**src/design/rae_pkg.sv**
```systemverilog
// ----------------------------------------------------------------------------
// rae_pkg: shared definitions for the register ALU executor
// Word and register file sizes, opcodes, microcode fields and the
// read-only control program of the sequencer.
// ----------------------------------------------------------------------------
`default_nettype none

package rae_pkg;

	localparam int WORD_WIDTH    = 16;
	localparam int REG_COUNT     = 8;
	localparam int CMD_W         = 5;
	localparam int TGT_W         = 3;
	localparam int RF_IDX_W      = $clog2(REG_COUNT);
	localparam int DIV_CNT_W     = $clog2(WORD_WIDTH);

	// Opcodes
	localparam logic [CMD_W-1:0] OP_SET = CMD_W'(1);
	localparam logic [CMD_W-1:0] OP_ADD = CMD_W'(2);
	localparam logic [CMD_W-1:0] OP_SUB = CMD_W'(3);
	localparam logic [CMD_W-1:0] OP_MUL = CMD_W'(4);
	localparam logic [CMD_W-1:0] OP_MLI = CMD_W'(5);
	localparam logic [CMD_W-1:0] OP_DIV = CMD_W'(6);
	localparam logic [CMD_W-1:0] OP_DVI = CMD_W'(7);

	// Datapath actions
	localparam int DP_W = 4;
	localparam logic [DP_W-1:0] DP_NONE    = 4'd0;
	localparam logic [DP_W-1:0] DP_SET     = 4'd1;
	localparam logic [DP_W-1:0] DP_ADD     = 4'd2;
	localparam logic [DP_W-1:0] DP_SUB     = 4'd3;
	localparam logic [DP_W-1:0] DP_MUL     = 4'd4;
	localparam logic [DP_W-1:0] DP_MUL_WB  = 4'd5;
	localparam logic [DP_W-1:0] DP_DIV_INI = 4'd6;
	localparam logic [DP_W-1:0] DP_DIV_STP = 4'd7;
	localparam logic [DP_W-1:0] DP_DIV_WB  = 4'd8;
	localparam logic [DP_W-1:0] DP_FAULT   = 4'd9;
	localparam logic [DP_W-1:0] DP_REPORT  = 4'd10;

	// Sequencer branch kinds
	localparam int JMP_W = 3;
	localparam logic [JMP_W-1:0] J_NEXT     = 3'd0;
	localparam logic [JMP_W-1:0] J_GOTO     = 3'd1;
	localparam logic [JMP_W-1:0] J_ACCEPT   = 3'd2;
	localparam logic [JMP_W-1:0] J_DISPATCH = 3'd3;
	localparam logic [JMP_W-1:0] J_IF_ZERO  = 3'd4;
	localparam logic [JMP_W-1:0] J_LOOP     = 3'd5;
	localparam logic [JMP_W-1:0] J_REPORT   = 3'd6;

	// Program addresses
	localparam int UPC_W = 4;
	localparam logic [UPC_W-1:0] U_IDLE    = 4'd0;
	localparam logic [UPC_W-1:0] U_DECODE  = 4'd1;
	localparam logic [UPC_W-1:0] U_SET     = 4'd2;
	localparam logic [UPC_W-1:0] U_ADD     = 4'd3;
	localparam logic [UPC_W-1:0] U_SUB     = 4'd4;
	localparam logic [UPC_W-1:0] U_MUL     = 4'd5;
	localparam logic [UPC_W-1:0] U_MUL_WB  = 4'd6;
	localparam logic [UPC_W-1:0] U_DIV_INI = 4'd7;
	localparam logic [UPC_W-1:0] U_DIV_STP = 4'd8;
	localparam logic [UPC_W-1:0] U_DIV_WB  = 4'd9;
	localparam logic [UPC_W-1:0] U_FAULT   = 4'd10;
	localparam logic [UPC_W-1:0] U_NOP     = 4'd11;
	localparam logic [UPC_W-1:0] U_REPORT  = 4'd12;

	typedef struct packed {
		logic [DP_W-1:0]  dp;
		logic [JMP_W-1:0] jmp;
		logic [UPC_W-1:0] tgt;
	} ctl_word_t;

	typedef struct packed {
		logic div_last;
		logic opnd_zero;
	} dp_stat_t;

	function automatic ctl_word_t ucode(input logic [UPC_W-1:0] addr);
		ctl_word_t cw;
		unique case (addr)
			U_IDLE:    cw = '{DP_NONE,    J_ACCEPT,   U_DECODE};
			U_DECODE:  cw = '{DP_NONE,    J_DISPATCH, U_IDLE};
			U_SET:     cw = '{DP_SET,     J_GOTO,     U_REPORT};
			U_ADD:     cw = '{DP_ADD,     J_GOTO,     U_REPORT};
			U_SUB:     cw = '{DP_SUB,     J_GOTO,     U_REPORT};
			U_MUL:     cw = '{DP_MUL,     J_NEXT,     U_IDLE};
			U_MUL_WB:  cw = '{DP_MUL_WB,  J_GOTO,     U_REPORT};
			U_DIV_INI: cw = '{DP_DIV_INI, J_IF_ZERO,  U_REPORT};
			U_DIV_STP: cw = '{DP_DIV_STP, J_LOOP,     U_DIV_STP};
			U_DIV_WB:  cw = '{DP_DIV_WB,  J_GOTO,     U_REPORT};
			U_FAULT:   cw = '{DP_FAULT,   J_GOTO,     U_REPORT};
			U_NOP:     cw = '{DP_NONE,    J_GOTO,     U_REPORT};
			U_REPORT:  cw = '{DP_REPORT,  J_REPORT,   U_IDLE};
			default:   cw = '{DP_NONE,    J_GOTO,     U_IDLE};
		endcase
		return cw;
	endfunction

endpackage

`default_nettype wire

```
**src/design/register_alu_executor.sv**
```systemverilog
// ----------------------------------------------------------------------------
// register_alu_executor: microcoded arithmetic core on eight 16-bit words
// Runs SET, ADD, SUB, MUL and DIV on a register file and an excess word,
// faulting and halting on an unknown opcode.
// ----------------------------------------------------------------------------
// Steps: an item is accepted in the idle step and decoded; SET, ADD, SUB,
//   no-ops, faults and divide by zero then take one action step, MUL a
//   multiply and a write-back step, DIV an init step, the restoring divider
//   loop (one quotient bit per cycle) and a write-back step; then the report.
// One item at a time, taken in the idle step; a result still waiting holds the report.
// Reset: arst_n clears registers, excess, flags, halt and the sequencer.
`default_nettype none

module register_alu_executor (
	input  wire logic                               clk,
	input  wire logic                               arst_n,
	// input channel
	input  wire logic                               in_valid,
	output logic                                    in_stall,
	input  wire logic [rae_pkg::CMD_W-1:0]          command,
	input  wire logic [rae_pkg::TGT_W-1:0]          target_register,
	input  wire logic [rae_pkg::WORD_WIDTH-1:0]     operand_value,
	// output channel
	output logic                                    out_valid,
	input  wire logic                               out_stall,
	output logic      [rae_pkg::TGT_W-1:0]          written_register,
	output logic      [rae_pkg::WORD_WIDTH-1:0]     register_value,
	output logic      [rae_pkg::WORD_WIDTH-1:0]     excess_value,
	output logic                                    overflow_flag,
	output logic                                    underflow_flag,
	output logic                                    fault,
	output logic                                    halted
);

	// Sequencer
	logic [rae_pkg::UPC_W-1:0]       upc_q;
	logic [rae_pkg::UPC_W-1:0]       upc_d;
	logic [rae_pkg::UPC_W-1:0]       upc_inc;
	logic [rae_pkg::UPC_W-1:0]       disp_addr;
	rae_pkg::ctl_word_t              cw;

	// Latched instruction and machine status
	logic [rae_pkg::CMD_W-1:0]       cmd_q;
	logic [rae_pkg::TGT_W-1:0]       tgt_q;
	logic [rae_pkg::WORD_WIDTH-1:0]  opnd_q;
	logic                            halted_q;
	logic                            fault_q;

	// Output register
	logic                            out_valid_q;
	logic [rae_pkg::TGT_W-1:0]       out_tgt_q;
	logic [rae_pkg::WORD_WIDTH-1:0]  out_reg_q;
	logic [rae_pkg::WORD_WIDTH-1:0]  out_exc_q;
	logic                            out_ovf_q;
	logic                            out_unf_q;
	logic                            out_fault_q;
	logic                            out_halted_q;

	// Datapath view
	rae_pkg::dp_stat_t               stat;
	logic [rae_pkg::WORD_WIDTH-1:0]  rd_value;
	logic [rae_pkg::WORD_WIDTH-1:0]  excess;
	logic                            ovf;
	logic                            unf;

	logic                            take;
	logic                            slot_free;
	logic                            present;
	logic                            known;
	logic                            report;

	// The program word for the current step drives everything below
	assign cw      = rae_pkg::ucode(upc_q);
	assign upc_inc = upc_q + 1'b1;

	// Accept only in the idle step; results wait in the output register
	assign in_stall  = (upc_q != rae_pkg::U_IDLE);
	assign take      = in_valid && !in_stall;
	assign slot_free = !out_valid_q || !out_stall;
	assign report    = (cw.dp == rae_pkg::DP_REPORT) && slot_free;

	assign present = ({1'b0, tgt_q} < (rae_pkg::TGT_W + 1)'(rae_pkg::REG_COUNT));
	assign known   = (cmd_q >= rae_pkg::OP_SET) && (cmd_q <= rae_pkg::OP_DVI);

	// Opcode dispatch: halt first, then unknown opcodes, then missing registers
	always_comb begin
		priority if (halted_q) begin
			disp_addr = rae_pkg::U_NOP;
		end else if (!known) begin
			disp_addr = rae_pkg::U_FAULT;
		end else if (!present) begin
			disp_addr = rae_pkg::U_NOP;
		end else if (cmd_q == rae_pkg::OP_SET) begin
			disp_addr = rae_pkg::U_SET;
		end else if (cmd_q == rae_pkg::OP_ADD) begin
			disp_addr = rae_pkg::U_ADD;
		end else if (cmd_q == rae_pkg::OP_SUB) begin
			disp_addr = rae_pkg::U_SUB;
		end else if (cmd_q == rae_pkg::OP_MUL) begin
			disp_addr = rae_pkg::U_MUL;
		end else if (cmd_q == rae_pkg::OP_DIV) begin
			disp_addr = rae_pkg::U_DIV_INI;
		end else begin
			// MLI and DVI do nothing
			disp_addr = rae_pkg::U_NOP;
		end
	end

	// Next step
	always_comb begin
		unique case (cw.jmp)
			rae_pkg::J_NEXT:     upc_d = upc_inc;
			rae_pkg::J_GOTO:     upc_d = cw.tgt;
			rae_pkg::J_ACCEPT:   upc_d = take ? cw.tgt : upc_q;
			rae_pkg::J_DISPATCH: upc_d = disp_addr;
			rae_pkg::J_IF_ZERO:  upc_d = stat.opnd_zero ? cw.tgt : upc_inc;
			rae_pkg::J_LOOP:     upc_d = stat.div_last ? upc_inc : cw.tgt;
			rae_pkg::J_REPORT:   upc_d = slot_free ? cw.tgt : upc_q;
			default:             upc_d = rae_pkg::U_IDLE;
		endcase
	end

	always_ff @(posedge clk or negedge arst_n) begin
		if (!arst_n) begin
			upc_q    <= rae_pkg::U_IDLE;
			halted_q <= 1'b0;
			fault_q  <= 1'b0;
		end else begin
			upc_q <= upc_d;
			// fault belongs to one item: clear on accept, set on the fault step
			if (take) begin
				fault_q <= 1'b0;
			end else if (cw.dp == rae_pkg::DP_FAULT) begin
				fault_q  <= 1'b1;
				halted_q <= 1'b1;
			end
		end
	end

	// Capture the instruction
	always_ff @(posedge clk) begin
		if (take) begin
			cmd_q  <= command;
			tgt_q  <= target_register;
			opnd_q <= operand_value;
		end
	end

	rae_datapath u_datapath (
		.clk      (clk),
		.arst_n   (arst_n),
		.dp       (cw.dp),
		.tgt      (tgt_q),
		.opnd     (opnd_q),
		.stat     (stat),
		.rd_value (rd_value),
		.excess   (excess),
		.ovf      (ovf),
		.unf      (unf)
	);

	// Output register: load on report, drop when taken downstream
	always_ff @(posedge clk or negedge arst_n) begin
		if (!arst_n) begin
			out_valid_q <= 1'b0;
		end else if (report) begin
			out_valid_q <= 1'b1;
		end else if (!out_stall) begin
			out_valid_q <= 1'b0;
		end
	end

	always_ff @(posedge clk) begin
		if (report) begin
			out_tgt_q    <= tgt_q;
			out_reg_q    <= present ? rd_value : '0;
			out_exc_q    <= excess;
			out_ovf_q    <= ovf;
			out_unf_q    <= unf;
			out_fault_q  <= fault_q;
			out_halted_q <= halted_q;
		end
	end

	assign out_valid        = out_valid_q;
	assign written_register = out_tgt_q;
	assign register_value   = out_reg_q;
	assign excess_value     = out_exc_q;
	assign overflow_flag    = out_ovf_q;
	assign underflow_flag   = out_unf_q;
	assign fault            = out_fault_q;
	assign halted           = out_halted_q;

endmodule

`default_nettype wire

```
**src/design/rae_datapath.sv**
```systemverilog
// ----------------------------------------------------------------------------
// rae_datapath: register file, excess word, flags and arithmetic units
// Carries out one microcode action per cycle; the divider runs one
// quotient bit per step.
// ----------------------------------------------------------------------------
`default_nettype none

module rae_datapath (
	input  wire logic                               clk,
	input  wire logic                               arst_n,
	input  wire logic [rae_pkg::DP_W-1:0]           dp,
	input  wire logic [rae_pkg::TGT_W-1:0]          tgt,
	input  wire logic [rae_pkg::WORD_WIDTH-1:0]     opnd,
	output rae_pkg::dp_stat_t                       stat,
	output logic      [rae_pkg::WORD_WIDTH-1:0]     rd_value,
	output logic      [rae_pkg::WORD_WIDTH-1:0]     excess,
	output logic                                    ovf,
	output logic                                    unf
);

	localparam int W = rae_pkg::WORD_WIDTH;

	logic [W-1:0]                    rf_q [rae_pkg::REG_COUNT];
	logic [W-1:0]                    excess_q;
	logic                            ovf_q;
	logic                            unf_q;
	logic [2*W-1:0]                  prod_q;
	logic [W-1:0]                    rem_q;
	logic [W-1:0]                    quo_q;
	logic [rae_pkg::DIV_CNT_W-1:0]   cnt_q;

	logic [rae_pkg::RF_IDX_W-1:0]    idx;
	logic [W-1:0]                    r;
	logic [W:0]                      sum;
	logic                            borrow;
	logic [W:0]                      shifted;
	logic [W:0]                      trial;
	logic                            fits;

	assign idx     = tgt[rae_pkg::RF_IDX_W-1:0];
	assign r       = rf_q[idx];
	assign sum     = {1'b0, r} + {1'b0, opnd};
	assign borrow  = opnd > r;
	assign shifted = {rem_q, quo_q[W-1]};
	assign trial   = shifted - {1'b0, opnd};
	assign fits    = !trial[W];

	assign stat.div_last  = (cnt_q == rae_pkg::DIV_CNT_W'(W - 1));
	assign stat.opnd_zero = (opnd == '0);

	assign rd_value = r;
	assign excess   = excess_q;
	assign ovf      = ovf_q;
	assign unf      = unf_q;

	always_ff @(posedge clk or negedge arst_n) begin
		if (!arst_n) begin
			for (int i = 0; i < rae_pkg::REG_COUNT; i++) begin
				rf_q[i] <= '0;
			end
			excess_q <= '0;
			ovf_q    <= 1'b0;
			unf_q    <= 1'b0;
		end else begin
			unique case (dp)
				rae_pkg::DP_SET: begin
					rf_q[idx] <= opnd;
				end
				rae_pkg::DP_ADD: begin
					if (sum[W]) begin
						rf_q[idx] <= '0;
						excess_q  <= W'(1);
						ovf_q     <= 1'b1;
					end else begin
						rf_q[idx] <= sum[W-1:0];
						excess_q  <= '0;
					end
				end
				rae_pkg::DP_SUB: begin
					if (borrow) begin
						rf_q[idx] <= '0;
						excess_q  <= '1;
						unf_q     <= 1'b1;
					end else begin
						rf_q[idx] <= r - opnd;
						excess_q  <= '0;
					end
				end
				rae_pkg::DP_MUL_WB: begin
					rf_q[idx] <= prod_q[W-1:0];
					excess_q  <= prod_q[2*W-1:W];
				end
				rae_pkg::DP_DIV_INI: begin
					// divide by zero clears both words and ends here
					if (stat.opnd_zero) begin
						rf_q[idx] <= '0;
						excess_q  <= '0;
					end
				end
				rae_pkg::DP_DIV_WB: begin
					rf_q[idx] <= quo_q;
					excess_q  <= quo_q;
				end
				default: begin
				end
			endcase
		end
	end

	// Multiplier product and divider working registers
	always_ff @(posedge clk) begin
		unique case (dp)
			rae_pkg::DP_MUL: begin
				prod_q <= r * opnd;
			end
			rae_pkg::DP_DIV_INI: begin
				rem_q <= '0;
				quo_q <= r;
				cnt_q <= '0;
			end
			rae_pkg::DP_DIV_STP: begin
				rem_q <= fits ? trial[W-1:0] : shifted[W-1:0];
				quo_q <= {quo_q[W-2:0], fits};
				cnt_q <= cnt_q + 1'b1;
			end
			default: begin
			end
		endcase
	end

endmodule

`default_nettype wire
```
**config.mk**
```make
export PLATFORM = sky130hd
export DESIGN_NAME = register_alu_executor
export DESIGN_NICKNAME = d
export VERILOG_FILES = /design/src/design/rae_pkg.sv /design/src/design/register_alu_executor.sv /design/src/design/rae_datapath.sv
export SDC_FILE = /design/constraint.sdc
export NUM_CORES = 2
export LEC_CHECK = 0
export BUFFER_PORTS_ARGS = -buffer_cell sky130_fd_sc_hd__buf_4
export CORE_MARGIN = 5
export CORE_UTILIZATION = 40
export CTS_BUF_LIST = sky130_fd_sc_hd__clkbuf_4 sky130_fd_sc_hd__clkbuf_8 sky130_fd_sc_hd__clkbuf_16
export DETAILED_ROUTE_END_ITERATION = 12
export GPL_ROUTABILITY_DRIVEN = 1
export PLACE_DENSITY = 0.66
export SETUP_SLACK_MARGIN = 0.1
export SYNTH_ARGS = -nofsm -noshare
export SYNTH_HDL_FRONTEND = slang
export SYNTH_SLANG_ARGS = --single-unit
export TNS_END_PERCENT = 50
```
**constraint.sdc**
```tcl
create_clock -name clk -period 12.8 [get_ports clk]
set_input_delay 1.28 -clock clk [delete_from_list [all_inputs] [get_ports clk]]
set_output_delay 1.28 -clock clk [all_outputs]
set_load 0.01 [all_outputs]
```
Word-level counts from Yosys, hierarchy flattened
Memory sizes are Yosys's and may differ from the RTL's. Cells that the tools add are included.

Add/subtract/negate cells: 5. $mul: 1. Div/mod/pow operators: 0. $lt $le $gt $ge: 5. Eq/ne operators: 26. Shift operators: 0. Mux-type cells: 38. Bitwise operators: 4. Reduce and logical (&&, ||, !) cells: 22.

Operators by type and width (number): case mux 128 bit (6 select lines) (1); bitwise mux 128 bit (5); two-way mux 128 bit (3); bitwise AND 128 bit (1); NOT 128 bit (1); two-way mux 16 bit (6); case mux 16 bit (5 select lines) (1); case mux 16 bit (2 select lines) (2); binary-select mux 16 bit (select 3 bit) (1); demux 16 bit (select 3 bit) (1); two-way mux 4 bit (11); multiplier 16 x 16 -> 32 bit (1); case mux 4 bit (7 select lines) (1); adder 16 x 16 -> 17 bit (1); subtractor 17 x 16 -> 17 bit (1); == test 4 x 3 -> 1 bit (second input constant) (4); == test 4 bit (second input constant) (4); greater-than comparator 16 bit (1); zero test 16 bit (1); subtractor 16 bit (1); AND reduction 2 bit (6); == test 5 x 2 -> 1 bit (second input constant) (2); == test 5 x 3 -> 1 bit (second input constant) (2); == test 3 bit (second input constant) (3); other kinds (24) (40).

Flip-flop bits (word level): 284. Bits in latches: 0. Bits in writable memories: 0. Memory bits (read-only): 160. Input bits: 28. Output and inout bits: 41. Word-level logic and storage cells: 131. Memories kept: 1.

Memories: (name not given) (depth 16, width 10, rd ports 1, clocked after memory_dff 0, write ports 0, line rae_pkg.sv:79) `unique case (addr)`.

Depth between registers and ports, before layout
Depth after elaboration: 9. Mapped depth: 30. Gate-level depth less buffers: 27.

Modules after synthesis
From an unflattened synthesis, not the netlist that was laid out.

Cells, all modules: 2881. Area total of the unflattened synthesis: 25943.6 µm².

Modules (own cells, without submodules): rae_datapath (instances 1, cells an instance 2679, area an instance 23024.6 µm², sequential area each 5695.5 µm²); register_alu_executor (instances 1, cells an instance 202, area an instance 2919.0 µm², sequential area each 2067.0 µm²).

Least setup slack after synthesis
No wires, ideal clock.

Kind: reg2reg. From: register tgt_q[0] (netlist bit). To: register u_datapath.prod_q[31] (data pin). Setup time: 259 ps. Arrival: 7105 ps. Data required time: 12541 ps. Path slack: 5436 ps. Stages on the path, launching flop included: 28. Path buffers: 3. Clock period less this slack: 7364 ps. Cells stage by stage: edfxtp_1 > clkbuf_1 > nor3b_1 > clkbuf_1 > a22oi_1 > nand4_1 > buf_2 > ha_1 > fa_1 > inv_1 > fa_1 > fa_1 > fa_1 > inv_1 > fa_1 > inv_1 > fa_1 > inv_1 > ha_1 > a21o_1 > a21oi_1 > a21boi_1 > o21ai_1 > a21oi_1 > a2bb2oi_1 > a41oi_1 > a21oi_1 > xnor2_1.

Cells in the longest elaborated chain, start to end: 5.

RTL lines: from (decl) (line register_alu_executor.sv:44) `logic [rae_pkg::TGT_W-1:0] tgt_q;`; from (signal assigned) (line register_alu_executor.sv:144) `tgt_q <= target_register;`; NOT 3 -> 4 bit (not written as such) (line rae_datapath.sv:41) `assign r = rf_q[idx];`; binary-select mux 16 bit (select 3 bit) (line rae_datapath.sv:41); two-way mux 16 bit (not written as such) (2 in a row) (line rae_datapath.sv:41); net rd_value (one bit) (line register_alu_executor.sv:61) `logic [rae_pkg::WORD_WIDTH-1:0] rd_value;`; multiplier 16 x 16 -> 32 bit (line rae_datapath.sv:114) `prod_q <= r * opnd;`; to (signal assigned) (line rae_datapath.sv:114); to (decl) (line rae_datapath.sv:27) `logic [2*W-1:0] prod_q;`.

The timed path passes the listed nets, and every way through them passes these cells. The select of a mux whose other input is x is not followed. A chain may end at the register's enable or synchronous reset.

Worst setup path after layout
From: register tgt_q[2] (netlist bit). To: register u_datapath.prod_q[31] (data pin).

Cells in the longest elaborated chain, start to end: 5.

RTL lines (line): NOT 3 -> 4 bit (not written as such) (rae_datapath.sv:41); binary-select mux 16 bit (select 3 bit) (rae_datapath.sv:41); two-way mux 16 bit (not written as such) (2 in a row) (rae_datapath.sv:41); multiplier 16 x 16 -> 32 bit (rae_datapath.sv:114).

No other way between the ends. The select of a mux whose other input is x is not followed.

==> run metrics <==
final instance area 25,200 um^2; final setup TNS 0 ns; worst path arrival time approximately 9.0 ns; io pins between 60 and 70; share of layout cells above drive strength 1 10.57%; Final WS setup about 4.1 ns; Mean Syn Cell Area 9.914 um^2; gr usage total 23.28%; Layout Nets 2,702; Core Area roughly 56,000 um^2; register bit total from synthesis 284; Final Max Tran Viols 0; grt peak-use layer met2; maximum net fanout on the critical path 17; clk sinks 284; Main synth FF type dfrtp_1; Gate Count Post-Synth 2,275; CP startpoint kind flip-flop; HPWL Detailed 50,660 um; met3 Use GR 4.491%; WL/cell 22.75 um; sequential area share after synthesis 34.42%; Crit Path Class reg2reg; Port Buf Inserts between 60 and 70; commonest non-fill, non-tap cell in the layout nand2_1; Root Driver clkbuf_16; Clock Pin Slew Worst Setup and Hold Paths 0.06 ns; largest net degree at the start of global routing 83; Placed Area 23,960 um^2; grt ovf 0; Final GP Congestion roughly 0.95; Rel. slew slack between 10% and 20%; maximum clock rate 115.3 MHz; Row Count 87; initial antenna violation count 4; most frequent cells in the layout nand2_1 (311), inv_1 (266), fa_1 (197); Post-synth ARST share 53.87%; die height 247.5 um; CTS buffer count 36; Netlist cell types 94; simple-gate share of the synthesized area 13.09%; Final period util approximately two thirds; Mapped Area 22,560 um^2; Tmin final 8.676 ns; RSZ-0062 raised after global routing false; Setup Fix Bufs, Post-CTS 0; die area 61,240 um^2; initial core utilization 40.16%; largest family of logic cells by synthesized area adder cells; die span in x 247.5 um; CTS Hold Buffers Added 0; post-synthesis mux area share 1.853%; total wire length 70,650 um; Fin Clk Skew ~0.029 ns; worst-skew pair later-pin latency 0.58 ns; status finished, final reports clean; grt met1 use 30.68%; syn nets 2,658; DR vias/cell 5.787; DRC 0; final setup fails 0; Max Cap Violations 0; post-CTS sizing 0; Starting DRT DRC Count ~1,900; P&R area growth vs syn 11.71%; Longest Clk Path Bufs 3; worst-margin pin slew 1.229 ns; number of flops mapped to enable cells by yosys 131; Clock H-tree levels 2; vias in the first global route 18,590; global-route wire length before repair roughly 110,000 um; post-place setup slack 4.158 ns; post-synthesis compound-gate area fraction 15.90%; synth warn 0; grt met2 use 37.17%; Final ANT Viol Nets 0; endpoint class of the critical path flip-flop; XOR/XNOR Fraction of Synth Area 1.942%; Hold WC Path Type reg2reg; final hold vios 0; area share of fa/ha/maj cells after synthesis 26.25%; CTS tree yes; total number of vias between 15,000 and 20,000; DRT Pass-1 Iters 8; required time of the critical path 13.11 ns
## layout make-up
class | instances | area (um^2)
fillers | 5279 | 30970
multi-input cells | 1614 | 13380
flip-flops and latches | 284 | 7762
clock buffers | 50 | 1061
inverters | 269 | 1010
well taps | 756 | 945.9
repair buffers | 114 | 859.6
clock inverters | 16 | 172.7
diodes | 2 | 5.005
## cell families after synthesis
family | after synthesis
fa+ha+maj | 355
xor+xnor | 50
simple gates | 643
buf+inv | 377
flops | 284
mux | 39
compound gates | 527
## synth_stat cells (19+ instances only)
master / number / area [um^2]
fa_1: 197 / 3944
a22oi_1: 67 / 503.0
dfrtp_1: 153 / 3829
a222oi_1: 20 / 200.2
o21ai_0: 117 / 585.6
nor2_1: 126 / 473.0
edfxtp_1: 131 / 3934
o21ai_1: 36 / 180.2
mux2_2: 22 / 247.7
inv_1: 266 / 998.5
nor3_1: 19 / 95.09
and2_1: 76 / 475.5
ha_1: 158 / 1977
xnor2_1: 36 / 315.3
nand2_1: 311 / 1167
buf_2: 27 / 135.1
a21oi_1: 98 / 490.5
clkbuf_1: 73 / 274.0
## worst paths after layout
path	to	cells after the start	slack, ns	startpoint
min in group asynchronous	async pin	1	0.74	arst_n
setup / recovery	u_datapath.prod_q[31]	25	4.12	tgt_q[2]
hold / removal	underflow_flag	0	0.45	u_datapath.unf
setup reg to reg	u_datapath.prod_q[31]	25	4.12	tgt_q[2]
hold reg to reg	underflow_flag	0	0.45	u_datapath.unf
max in group asynchronous	async pin	2	10.62	arst_n
## critical path, stage by stage (launching register included)
cell	delay, ns
edfxtp_1	0.55
nor3b_2	0.23
buf_4	0.23
a22o_1	0.25
a221oi_1	0.57
nand3_1	0.76
ha_1	0.54
inv_1	0.15
fa_1	0.47
fa_1	0.53
inv_1	0.06
fa_1	0.49
fa_1	0.40
fa_1	0.51
inv_1	0.05
fa_1	0.47
inv_1	0.04
ha_1	0.36
a211o_1	0.34
a311oi_1	0.25
o21bai_1	0.09
a21oi_1	0.30
a2bb2oi_1	0.19
a41oi_1	0.29
a21oi_1	0.12
xnor2_1	0.15
## metal layers
layer,routed length (um),vias to the layer above
li1,-,7894
met1,28460,8935
met2,32180,933
met3,6077,208
met4,3928,0
met5,0,-
## metrics by stage
stage               hold slack [ns]  instances  utilization (%)
floorplan                    0.4160       2275                -
global placement             0.4334       3037            42.65
detailed placement           0.4349       3037            42.65
CTS                          0.4526       3103            44.85
global route                 0.4642       3103            44.85
finish                       0.4543       3105            44.86
Power is left out: the tool's default activity adds up to more than one toggle a clock period on the data nets, which glitch-free logic cannot reach.
